## config.mk

```make
export PLATFORM = sky130hd
export DESIGN_NAME = tmcg_out_fifo
export DESIGN_NICKNAME = d
export VERILOG_FILES = /design/src/rtl/core/tmcg_pkg.sv /design/src/rtl/core/tmcg_out_fifo.sv
export SDC_FILE = /design/constraint.sdc
export NUM_CORES = 1
export LEC_CHECK = 0
export ABC_AREA = 1
export BUFFER_PORTS_ARGS = -buffer_cell sky130_fd_sc_hd__clkbuf_2
export CAP_MARGIN = 10
export CELL_PAD_IN_SITES_DETAIL_PLACEMENT = 0
export CELL_PAD_IN_SITES_GLOBAL_PLACEMENT = 1
export CORE_MARGIN = 3
export CORE_UTILIZATION = 35
export CTS_BUF_LIST = sky130_fd_sc_hd__clkbuf_16
export DETAILED_ROUTE_END_ITERATION = 12
export PLACE_DENSITY_LB_ADDON = 0.1
export RECOVER_POWER = 25
export SLEW_MARGIN = 20
export SYNTH_ARGS = -nofsm -noshare
export SYNTH_HDL_FRONTEND = slang
export SYNTH_SLANG_ARGS = --single-unit
export TNS_END_PERCENT = 1
```

## constraint.sdc

```tcl
create_clock -name clk_i -period 3.3 [get_ports clk_i]
set_input_delay 0.33 -clock clk_i [delete_from_list [all_inputs] [get_ports clk_i]]
set_output_delay 0.33 -clock clk_i [all_outputs]
set_load 0.005 [all_outputs]
```

## src/rtl/core/tmcg_pkg.sv

```systemverilog
// Shared types, constants and the color palette of the text-mode character generator.
// No dependencies; every other file in rtl/core except tmcg_ram imports this package.
`timescale 1ns / 1ps

package tmcg_pkg;

  // Default geometry of the text screen and the font.
  localparam int TEXT_COLUMNS = 40;
  localparam int TEXT_ROWS    = 15;
  localparam int GLYPH_HEIGHT = 16;
  localparam int GLYPH_COUNT  = 95;

  // Depth of the result queue in front of the output port.
  localparam int OUT_FIFO_DEPTH = 4;

  // Printable code range: codes from FIRST_CODE up to but not including END_CODE.
  localparam logic [7:0] FIRST_CODE = 8'h20;
  localparam logic [7:0] END_CODE   = 8'h7F;

  typedef enum logic [1:0] {
    MODE_WRITE_CHAR = 2'd0,
    MODE_WRITE_ATTR = 2'd1,
    MODE_WRITE_FONT = 2'd2,
    MODE_RENDER     = 2'd3
  } mode_e;

  typedef struct packed {
    mode_e       mode;
    logic [9:0]  cell_index;
    logic [10:0] glyph_row_address;
    logic [7:0]  data_byte;
    logic [7:0]  scanline;
    logic [5:0]  column;
  } in_req_t;

  typedef struct packed {
    logic [15:0] pixel_0;
    logic [15:0] pixel_1;
    logic [15:0] pixel_2;
    logic [15:0] pixel_3;
    logic [15:0] pixel_4;
    logic [15:0] pixel_5;
    logic [15:0] pixel_6;
    logic [15:0] pixel_7;
    logic        end_of_line;
  } out_res_t;

  // Colors are packed with red in bits 0-4, green in bits 6-10 and blue in bits 11-15.
  function automatic logic [15:0] palette_color(input logic [3:0] idx);
    logic [15:0] color;
    case (idx)
      4'd0:    color = 16'h0000;
      4'd1:    color = 16'h7800;
      4'd2:    color = 16'h03C0;
      4'd3:    color = 16'h7BC0;
      4'd4:    color = 16'h000F;
      4'd5:    color = 16'h780F;
      4'd6:    color = 16'h03CF;
      4'd7:    color = 16'h7BCF;
      4'd8:    color = 16'h39C7;
      4'd9:    color = 16'hF800;
      4'd10:   color = 16'h07C0;
      4'd11:   color = 16'hFFC0;
      4'd12:   color = 16'h001F;
      4'd13:   color = 16'hF81F;
      4'd14:   color = 16'h07DF;
      4'd15:   color = 16'hFFDF;
      default: color = 16'h0000;
    endcase
    return color;
  endfunction

endpackage

```

## src/rtl/core/tmcg_out_fifo.sv

```systemverilog
// Result queue between the render pipeline and the output port.
// Depends on tmcg_pkg for the result type.
`timescale 1ns / 1ps

module tmcg_out_fifo #(
  parameter int Depth = tmcg_pkg::OUT_FIFO_DEPTH,
  parameter int CntW  = $clog2(Depth + 1)
) (
  input  logic               clk_i,
  input  logic               rst_ni,
  input  logic               push_i,
  input  tmcg_pkg::out_res_t push_data_i,
  input  logic               pop_i,
  output logic               valid_o,
  output tmcg_pkg::out_res_t data_o,
  output logic [CntW-1:0]    count_o
);
  import tmcg_pkg::*;

  localparam int PtrW = (Depth > 1) ? $clog2(Depth) : 1;

  out_res_t        mem_q [Depth];
  logic [PtrW-1:0] wr_ptr_q;
  logic [PtrW-1:0] wr_ptr_d;
  logic [PtrW-1:0] rd_ptr_q;
  logic [PtrW-1:0] rd_ptr_d;
  logic [CntW-1:0] count_q;
  logic [CntW-1:0] count_d;

  always_comb begin
    wr_ptr_d = wr_ptr_q;
    rd_ptr_d = rd_ptr_q;
    count_d  = count_q;
    if (push_i) begin
      wr_ptr_d = (int'(wr_ptr_q) == Depth - 1) ? '0 : wr_ptr_q + 1'b1;
    end
    if (pop_i) begin
      rd_ptr_d = (int'(rd_ptr_q) == Depth - 1) ? '0 : rd_ptr_q + 1'b1;
    end
    if (push_i && !pop_i) begin
      count_d = count_q + 1'b1;
    end else if (pop_i && !push_i) begin
      count_d = count_q - 1'b1;
    end
  end

  always_ff @(posedge clk_i or negedge rst_ni) begin
    if (!rst_ni) begin
      wr_ptr_q <= '0;
      rd_ptr_q <= '0;
      count_q  <= '0;
    end else begin
      wr_ptr_q <= wr_ptr_d;
      rd_ptr_q <= rd_ptr_d;
      count_q  <= count_d;
    end
  end

  always_ff @(posedge clk_i) begin
    if (push_i) begin
      mem_q[wr_ptr_q] <= push_data_i;
    end
  end

  assign valid_o = count_q != '0;
  assign data_o  = mem_q[rd_ptr_q];
  assign count_o = count_q;

endmodule
```

Word-level counts from Yosys, hierarchy flattened
Memory sizes are Yosys's and may differ from the RTL's.
Cells that the tools add are included.
- flip-flop bits (word level): 7
- memory bits (writable): 516
- input port bits: 133
- word-level logic and storage cells: 22
- memories: 1
- add/subtract/negate cells: 4
- equality and inequality tests: 2
- multiplexer cells: 6
- reductions and logical operators: 6
- memory list (memory ; words ; bits a word ; rd ports ; clocked after memory_dff ; wr ports ; RTL line ; source):
    mem_q ; 4 ; 129 ; 1 ; 0 ; 1 ; tmcg_out_fifo.sv:22 ; out_res_t mem_q [Depth];
- operator list (operator ; count):
    2-to-1 mux 3 bit ; 2
    adder 2 x 1 -> 2 bit, second input constant ; 2
    equality test 2 x 1 -> 1 bit, second input constant ; 2
    2-to-1 mux 2 bit ; 2
    adder 3 x 1 -> 3 bit, second input constant ; 1
    nonzero test 3 bit ; 1
    subtractor 3 x 1 -> 3 bit, second input constant ; 1
    logical AND 1 bit ; 2
    zero test 1 bit ; 2
    2-to-1 mux 1 bit ; 2
    nonzero test 2 bit ; 1

Longest topological paths before layout
Gate-level depths: netlist of the first run.
- depth in word-level cells: 4
- gate-level depth with buffers: 9

Worst setup path before layout of the first run
OpenSTA, ideal clock, no wires.
- path kind: register to register
- from: register wr_ptr_q[0]
- to: memory mem_q[2][0] (netlist name), enable pin
- arrival: 3144 ps
- required time: 2818 ps
- path slack: -326 ps
- stages on the path, launching flop included: 5
- cell sequence: dfrtp_1 -> inv_1 -> ha_1 -> nand2_1 -> inv_1
- RTL lines (item ; RTL line ; source):
    start: declaration ; tmcg_out_fifo.sv:23 ; logic [PtrW-1:0] wr_ptr_q;
    start signal: assignment ; tmcg_out_fifo.sv:53 ; wr_ptr_q <= wr_ptr_d;
    end: declaration ; tmcg_out_fifo.sv:22 ;
No word-level cell before the write port.

==> impl_metrics.csv, run 1 <==
group,metric,value,unit
worst_setup_path,cp_slowest_cell,"dfrtp_1",
grt,grt_overflow,0,
grt,grt_pass1_wl,74800,µm
sta,maxSlewViolCount,0,
synthesis,ys_types,20,
min_path,hold_class,"in2reg",
worst_setup_path,critPathTopFamily,"buffers and inverters",
worst_setup_path,rr_startpoint,"wr_ptr_q[0]",
cells_and_area,layout-drive-gt1-share,22.0,%
worst_setup_path,r2r_setup_slack,1270,ps
worst_setup_path,cp_data_required_time,2970,ps
detailed_routing,via_per_inst,4.54,
sta,hold_violations,0,
synthesis,syn_inst,1557,
clock_network,cts-resized-gates,0,
detailed_routing,drc,0,
pwr,p_leak,10.8,nW
clock_network,hold_buffers,131,
pwr,peakVddDrop,0.000679,V
synthesis,syn-cell-area,21600,µm²
sta,tightest_slew,972,ps
cells_and_area,final_nets,2102,
placed_design,placed_area,23800,µm²
run,max_cap_violations,0,
clock_network,postCtsSetupRepairBufs,0,
outcome,outcome,"finished, final reports clean",
worst_setup_path,cp_num_buf_inv,3,
sta,fin_skew,10.9,ps
die,core.rowCount,90,
synthesis,synth_warnings,0,
worst_setup_path,critical_path.cell_chain,"inv_8 > buf_12 > nand2_1 > o211ai_1 > nand2_1 > clkbuf_2",
detailed_routing,initialDrtViolationCount,457,
sta,hold_ws,106,ps
sta,max-slew-margin-rel,35.2,%
worst_setup_path,startpoint_type,"flop",
detailed_routing,drt_wl_total,48800,µm
clock_network,clock-sinks,523,
synthesis,ys.flop_type,"edfxtp_1",
placed_design,io_buffers,265,
clock_network,cts_tree,"built",
sta,layout_setup_ws,563,ps
sta,setup_viol,0,
clock_network,clk_pin_slew,60,ps
synthesis,yosysSeqAreaShare,72.6,%
synthesis,async_flop_share,1.34,%
synthesis,synth_area_per_cell,13.9,µm²
die,ios,266,
synthesis,synth_edf_count,516,
worst_setup_path,end_kind,"output port",
pwr,fin_total_pwr,21.6,mW
sta,rsz0062_at_grt,"no",
min_path,whs_endpoint,"wr_ptr_q[1]",
placed_design,dpl.hpwl,28600,µm
die,die_h,254,µm
pwr,swShare,33.4,%
pwr,power_frac_seq,40.7,%
die,initial_core_util,35.6,%
worst_setup_path,crit_type,"reg2out",
grt,grt_pass1_vias,12600,
sta,fmax,0.365,GHz
detailed_routing,ant_nets,0,
clock_network,clk_latency,590,ps
cells_and_area,synthToLayoutAreaGrowth,23.9,%
pwr,combPwrFrac,32.2,%
worst_setup_path,critPathMaxStageDelay,450,ps
min_path,hp-start,"push_i",
detailed_routing,wire_per_inst,17.5,µm
worst_setup_path,cp.arrival,2410,ps
clock_network,cts_buffers,59,
pwr,p_int,14.4,mW
placed_design,dpl.cell_count,2552,
placed_design,gp_congestion,0.728,
worst_setup_path,reg2reg_depth,5,
die,die-area,64700,µm²
worst_setup_path,cp_common_cell,"nand2_1",
synthesis,synth_seq_cells,523,
pwr,clockPowerShare,27.0,%
pwr,switchingPower,7.21,mW
sta,period_needed,2740,ps
pwr,p_per_area,807,nW/µm²
grt,grt_max_degree,131,
die,die_w,254,µm
grt,grt_usage,15.1,%
clock_network,clock_path_buffers,3,
clock_network,root_buffer,"clkbuf_16",
clock_network,cts_max_level,2,
grt,antenna_found_initial,4,
sta,period_share,82.9,%
cells_and_area,stdcell_area,26700,µm²
die,core_area,60700,µm²
cells_and_area,fin_cells,2790,
detailed_routing,firstDrtPassIters,5,
worst_setup_path,cp_max_fo,80,
detailed_routing,vias,12700,
worst_setup_path,r2r_end,"mem_q[2][56]",
synthesis,syn_nets,1697,
min_path,min_path_cells,2,
placed_design,dp_slack,1130,ps
==> cells in the mapped netlist (6+ instances only) <==
library cell    n  area [µm²]
clkbuf_1        9        33.8
nand2_1       403        1510
o211ai_1      113         848
edfxtp_1      516       15500
dfrtp_1         7         175
o211ai_2      145        1810
buf_2          43         215
ha_1            6        75.1
buf_4           8        60.1
inv_1         268        1010
buf_6          23         259
==> metrics by stage <==
stage / util [%] / setup TNS (ps)
floorplan: - / -113440
global placement: 39.2 / 0
detailed placement: 39.2 / 0
CTS: 44.2 / 0
global route: 44.1 / 0
finish: 44.1 / 0
==> power groups by stage <==
stage	sequential [mW]	combinational (mW)	clock, mW
6_report	8.78	6.96	5.83
5_1_grt	8.86	7.86	6.33
4_1_cts	8.79	7.28	6.06
3_5_place_dp	8.93	7.14	0
3_3_place_gp	8.91	7.11	0
2_1_floorplan	8.98	4.34	0
==> worst max path at each step <==
stage           startpoint          end  slack [ps]  depth (start not counted)
2_1_floorplan  wr_ptr_q[0]  mem_q[0][0]        -320                          4
3_3_place_gp   rd_ptr_q[0]   data_o[75]        1150                          6
3_5_place_dp   rd_ptr_q[0]   data_o[75]        1130                          6
4_1_cts        rd_ptr_q[0]   data_o[75]         470                          6
5_1_grt        rd_ptr_q[0]   data_o[83]         330                          6
6_report       rd_ptr_q[0]   data_o[48]         560                          6
==> worst reg2reg max path, cell delays in order (launching register included) <==
cell and delay (ps):
dfrtp_1 390, inv_1 90, ha_1 190, nand2_1 100
clkinvlp_4 460, buf_12 400
==> area by class of cell <==
type | instances | area, µm²
Tap cell | 782 | 978
Multi-Input combinational cell | 678 | 4320
Timing Repair Buffer | 429 | 2990
Antenna cell | 3 | 7.51
Inverter | 271 | 1050
Clock buffer | 61 | 1530
Sequential cell | 523 | 15700
Fill cell | 5632 | 34000
Clock inverter | 43 | 196
==> sequential cells by signal (all words and copies together) (netlist names) <==
| signal | flops |
|---|---|
| count_o | 3 |
| mem_q | 516 |
| wr_ptr_q | 2 |
| rd_ptr_q | 2 |
==> logic make-up (layout without fill, tap and decap cells) <==
kind of cell               Yosys count  after routing  synth area share (%)
adders and majority gates            7              7                 0.440
and+or+nand+nor                    408            408                  7.11
AOI/OAI and AO/OA                  262            262                  12.4
buffers and inverters              356            804                  7.41
other                                0              3                     0
xor gates and xnor gates             1              1                0.0406
DFF                                523            523                  72.6
==> layout by cell type, fill, tap and decap left out, types with 6 or more instances in the layout <==
| cell type | netlist | layout |
|---|---|---|
| buf_4 | 8 | 17 |
| clkbuf_16 | 0 | 61 |
| clkbuf_1 | 9 | 76 |
| nand2_1 | 403 | 403 |
| edfxtp_1 | 516 | 516 |
| buf_12 | 0 | 16 |
| dfrtp_1 | 7 | 6 |
| dlygate4sd3_1 | 0 | 131 |
| o211ai_1 | 113 | 113 |
| inv_1 | 268 | 288 |
| clkinv_1 | 0 | 13 |
| ha_1 | 6 | 6 |
| clkbuf_2 | 0 | 189 |
| o211ai_2 | 145 | 145 |
==> layer usage <==
metal | vias to the layer above | GRT usage [%] | wire, µm
li1 | 6268 | - | -
met1 | 6085 | 19.9 | 21800
met2 | 236 | 25.4 | 23700
met3 | 69 | 3.04 | 2310
met4 | 2 | 4.46 | 1030
met5 | - | 0 | 12
(Power assumes the default switching activity.)
==> run 2: changes to the inputs <==
--- a/config.mk
+++ b/config.mk
@@ -5,7 +5,7 @@
 export SDC_FILE = /design/constraint.sdc
 export NUM_CORES = 1
 export LEC_CHECK = 0
-export ABC_AREA = 1
+export ABC_AREA = 0
 export BUFFER_PORTS_ARGS = -buffer_cell sky130_fd_sc_hd__clkbuf_2
 export CAP_MARGIN = 10
 export CELL_PAD_IN_SITES_DETAIL_PLACEMENT = 0
==> constraint.sdc (replaced) <==
create_clock -name clk_i -period 2.3 [get_ports clk_i]
set_input_delay 0.23 -clock clk_i [delete_from_list [all_inputs] [get_ports clk_i]]
set_output_delay 0.23 -clock clk_i [all_outputs]
set_load 0.005 [all_outputs]
==> impl_metrics.csv, run 2 <==
group,metric,value,unit
synthesis,synth-compound-area-share,0.0526,%
run,max_cap_violations,0,
worst_setup_path,critPathMaxStageDelay,520,ps
sta,layout_setup_ws,-67.0,ps
worst_setup_path,rr_startpoint,"wr_ptr_q[0]",
cells_and_area,layout-drive-gt1-share,37.0,%
sta,fmax,0.422,GHz
sta,tightest_slew,565,ps
synthesis,synth_seq_cells,523,
cells_and_area,synthToLayoutAreaGrowth,30.6,%
grt,antenna_found_initial,0,
detailed_routing,via_per_inst,4.78,
detailed_routing,drc,0,
synthesis,synth_top_area_share,81.5,%
cells_and_area,antenna_cells,0,
die,ios,266,
cells_and_area,fin_util,46.7,%
pwr,p_leak,8.53,nW
cells_and_area,fillCellCount,4558,
clock_network,cts_max_level,2,
sta,fin_setup_tns,-2820,ps
synthesis,synth_mux_area_share,15.5,%
clock_network,clock_path_buffers,3,
pwr,fin_total_pwr,29.9,mW
min_path,whs_endpoint,"mem_q[2][4]",
worst_setup_path,cp_data_required_time,2070,ps
detailed_routing,initialDrtViolationCount,466,
synthesis,synthAdderAreaFrac,0.500,%
grt,use_met1,19.1,%
sta,rsz0062_at_grt,"yes",
placed_design,placed_area,21600,µm²
synthesis,synth_top_family_by_area,"multiplexers",
pwr,peakVddDrop,0.000686,V
cells_and_area,largest_register_ffs,516,
grt,grt_overflow,0,
worst_setup_path,cp_slowest_cell,"mux4_2",
grt,grt_pass1_vias,10100,
die,core.rowCount,84,
synthesis,synthTopCellsByCount,"edfxtp_1 (516), mux4_2 (129), buf_2 (11), buf_6 (11), dfrtp_1 (7)",
worst_setup_path,critPathTopFamily,"multiplexers",
synthesis,syn_inst,710,
die,initial_core_util,35.8,%
detailed_routing,ant_nets,0,
grt,use_met2,26.2,%
outcome,outcome,"finished with violations",
sta,hold_violations,0,
worst_setup_path,cp_num_buf_inv,3,
synthesis,yosys-top-cells-area,"edfxtp_1 (81%), mux4_2 (15%), dfrtp_1 (0.92%), buf_6 (0.65%), ha_1 (0.39%)",
sta,period_share,103,%
synthesis,synthXorXnorAreaFrac,0.138,%
synthesis,synth_edf_count,516,
cells_and_area,final_nets,1326,
cells_and_area,stdcell_area,24800,µm²
grt,grt_max_degree,56,
placed_design,gp_congestion,0.705,
worst_setup_path,r2r_end,"mem_q[0][69]",
detailed_routing,wire_per_inst,22.1,µm
min_path,hp-start,"push_data_i[4]",
die,core_area,53200,µm²
detailed_routing,drt_wl_total,42400,µm
min_path,hold_class,"in2reg",
grt,grt_pass1_wl,64400,µm
synthesis,synthMostInstantiatedCell,"edfxtp_1",
synthesis,synth_warnings,0,
cells_and_area,layout_common_cells,"edfxtp_1 (516), clkbuf_2 (188), dlygate4sd3_1 (133), mux4_2 (129), clkbuf_1 (70)",
sta,maxSlewViolCount,0,
outcome,violations,"negative setup slack",
worst_setup_path,startpoint_type,"flop",
detailed_routing,firstDrtPassIters,4,
sta,setup_viol,93,
synthesis,ys_types,19,
clock_network,cts_buffers,56,
sta,period_needed,2370,ps
pwr,p_per_area,1200,nW/µm²
die,die-area,57200,µm²
synthesis,ys.flop_type,"edfxtp_1",
worst_setup_path,end_kind,"output port",
worst_setup_path,cp_common_cell,"buf_16",
synthesis,async_flop_share,1.34,%
clock_network,root_buffer,"clkbuf_16",
synthesis,synth_top_cell_by_area,"edfxtp_1",
cells_and_area,layout_commonest_cell,"edfxtp_1",
synthesis,synth_area_per_cell,26.8,µm²
synthesis,syn-cell-area,19000,µm²
clock_network,cts_tree,"built",
die,die_h,239,µm
detailed_routing,vias,9172,
worst_setup_path,reg2reg_depth,4,
sta,fin_skew,27.3,ps
min_path,min_path_cells,2,
worst_setup_path,crit_type,"reg2out",
grt,grt_usage,15.1,%
cells_and_area,top_register,"mem_q",
worst_setup_path,critical_path.cell_chain,"buf_16 > buf_16 > mux4_2 > clkbuf_2",
clock_network,clk_latency,600,ps
placed_design,dpl.hpwl,25700,µm
grt,top_usage_layer,"met2",
placed_design,io_buffers,265,
die,die_w,239,µm
worst_setup_path,cp.arrival,2140,ps
clock_network,clock-sinks,523,
grt,met3_usage,3.22,%
worst_setup_path,cp_max_fo,14,
worst_setup_path,r2r_setup_slack,520,ps
clock_network,clk_pin_slew,60,ps
synthesis,syn_nets,850,
synthesis,yosys.area_share.simple,0.263,%
synthesis,yosysSeqAreaShare,82.4,%
sta,max-slew-margin-rel,62.3,%
[run 2: logic make-up (layout without fill, tap and decap cells)]
logic type	Yosys count	in the layout
compound gates	2	2
buf+inv	33	555
flops	523	523
xor+xnor	3	3
simple gates	10	10
mux	132	132
fa+ha+maj	7	7
[run 2: worst reg2reg max path: cells and delay by family, from the launching register on]
family        cells  cell delay, ps
flops             1             420
buf+inv           2             370
simple gates      1             510
fa+ha+maj         1             150
[run 2: how the worst max path moves through the flow]
stage,startpoint,end,cells past startpoint
floorplan,wr_ptr_q[0],mem_q[0][0],3
global placement,rd_ptr_q[0],data_o[109],3
detailed placement,rd_ptr_q[1],data_o[45],3
CTS,rd_ptr_q[0],data_o[5],5
global route,rd_ptr_q[0],data_o[66],4
finish,rd_ptr_q[0],data_o[56],4
[run 2: area by class of cell]
class	count	area [µm²]	share of cell area [%]
Timing Repair Buffer	447	3460	13.9
Clock buffer	57	1430	5.74
Tap cell	688	861	3.46
Clock inverter	47	280	1.13
Multi-Input combinational cell	154	3130	12.6
Inverter	4	15.0	0.0604
Sequential cell	523	15700	63.1
[run 2: power breakdown]
group	internal [mW]	switching (mW)
clock	4.79	3.51
sequential	12.2	0.446
combinational	4.63	4.31
[run 2: timing repair]
item                                   in CTS  in global routing
hold buffers                              133                  0
endpoints found under the hold margin     527                  0
buffers inserted                            6                  1
setup endpoints to repair                 123                126
gates resized for setup                    16                  8
gates cloned                                4                  0
[run 2: routing by layer]
layer	vias up	routed length (µm)	part of all wire [%]
met1	4859	17500	41
li1	4055	-	-
met2	201	22100	52
met3	57	1980	4.7
met5	-	0	0
met4	0	863	2.0
[run 2: stage by stage]
stage / setup slack (ps) / hold WS [ps] / cells
after floorplan: -349 / -65.6 / 710
after global placement: 404 / 107 / 1673
after detailed placement: 407 / 108 / 1673
after CTS: -169 / 336 / 1920
after global routing: -174 / 413 / 1920
final: -67.0 / 413 / 1920
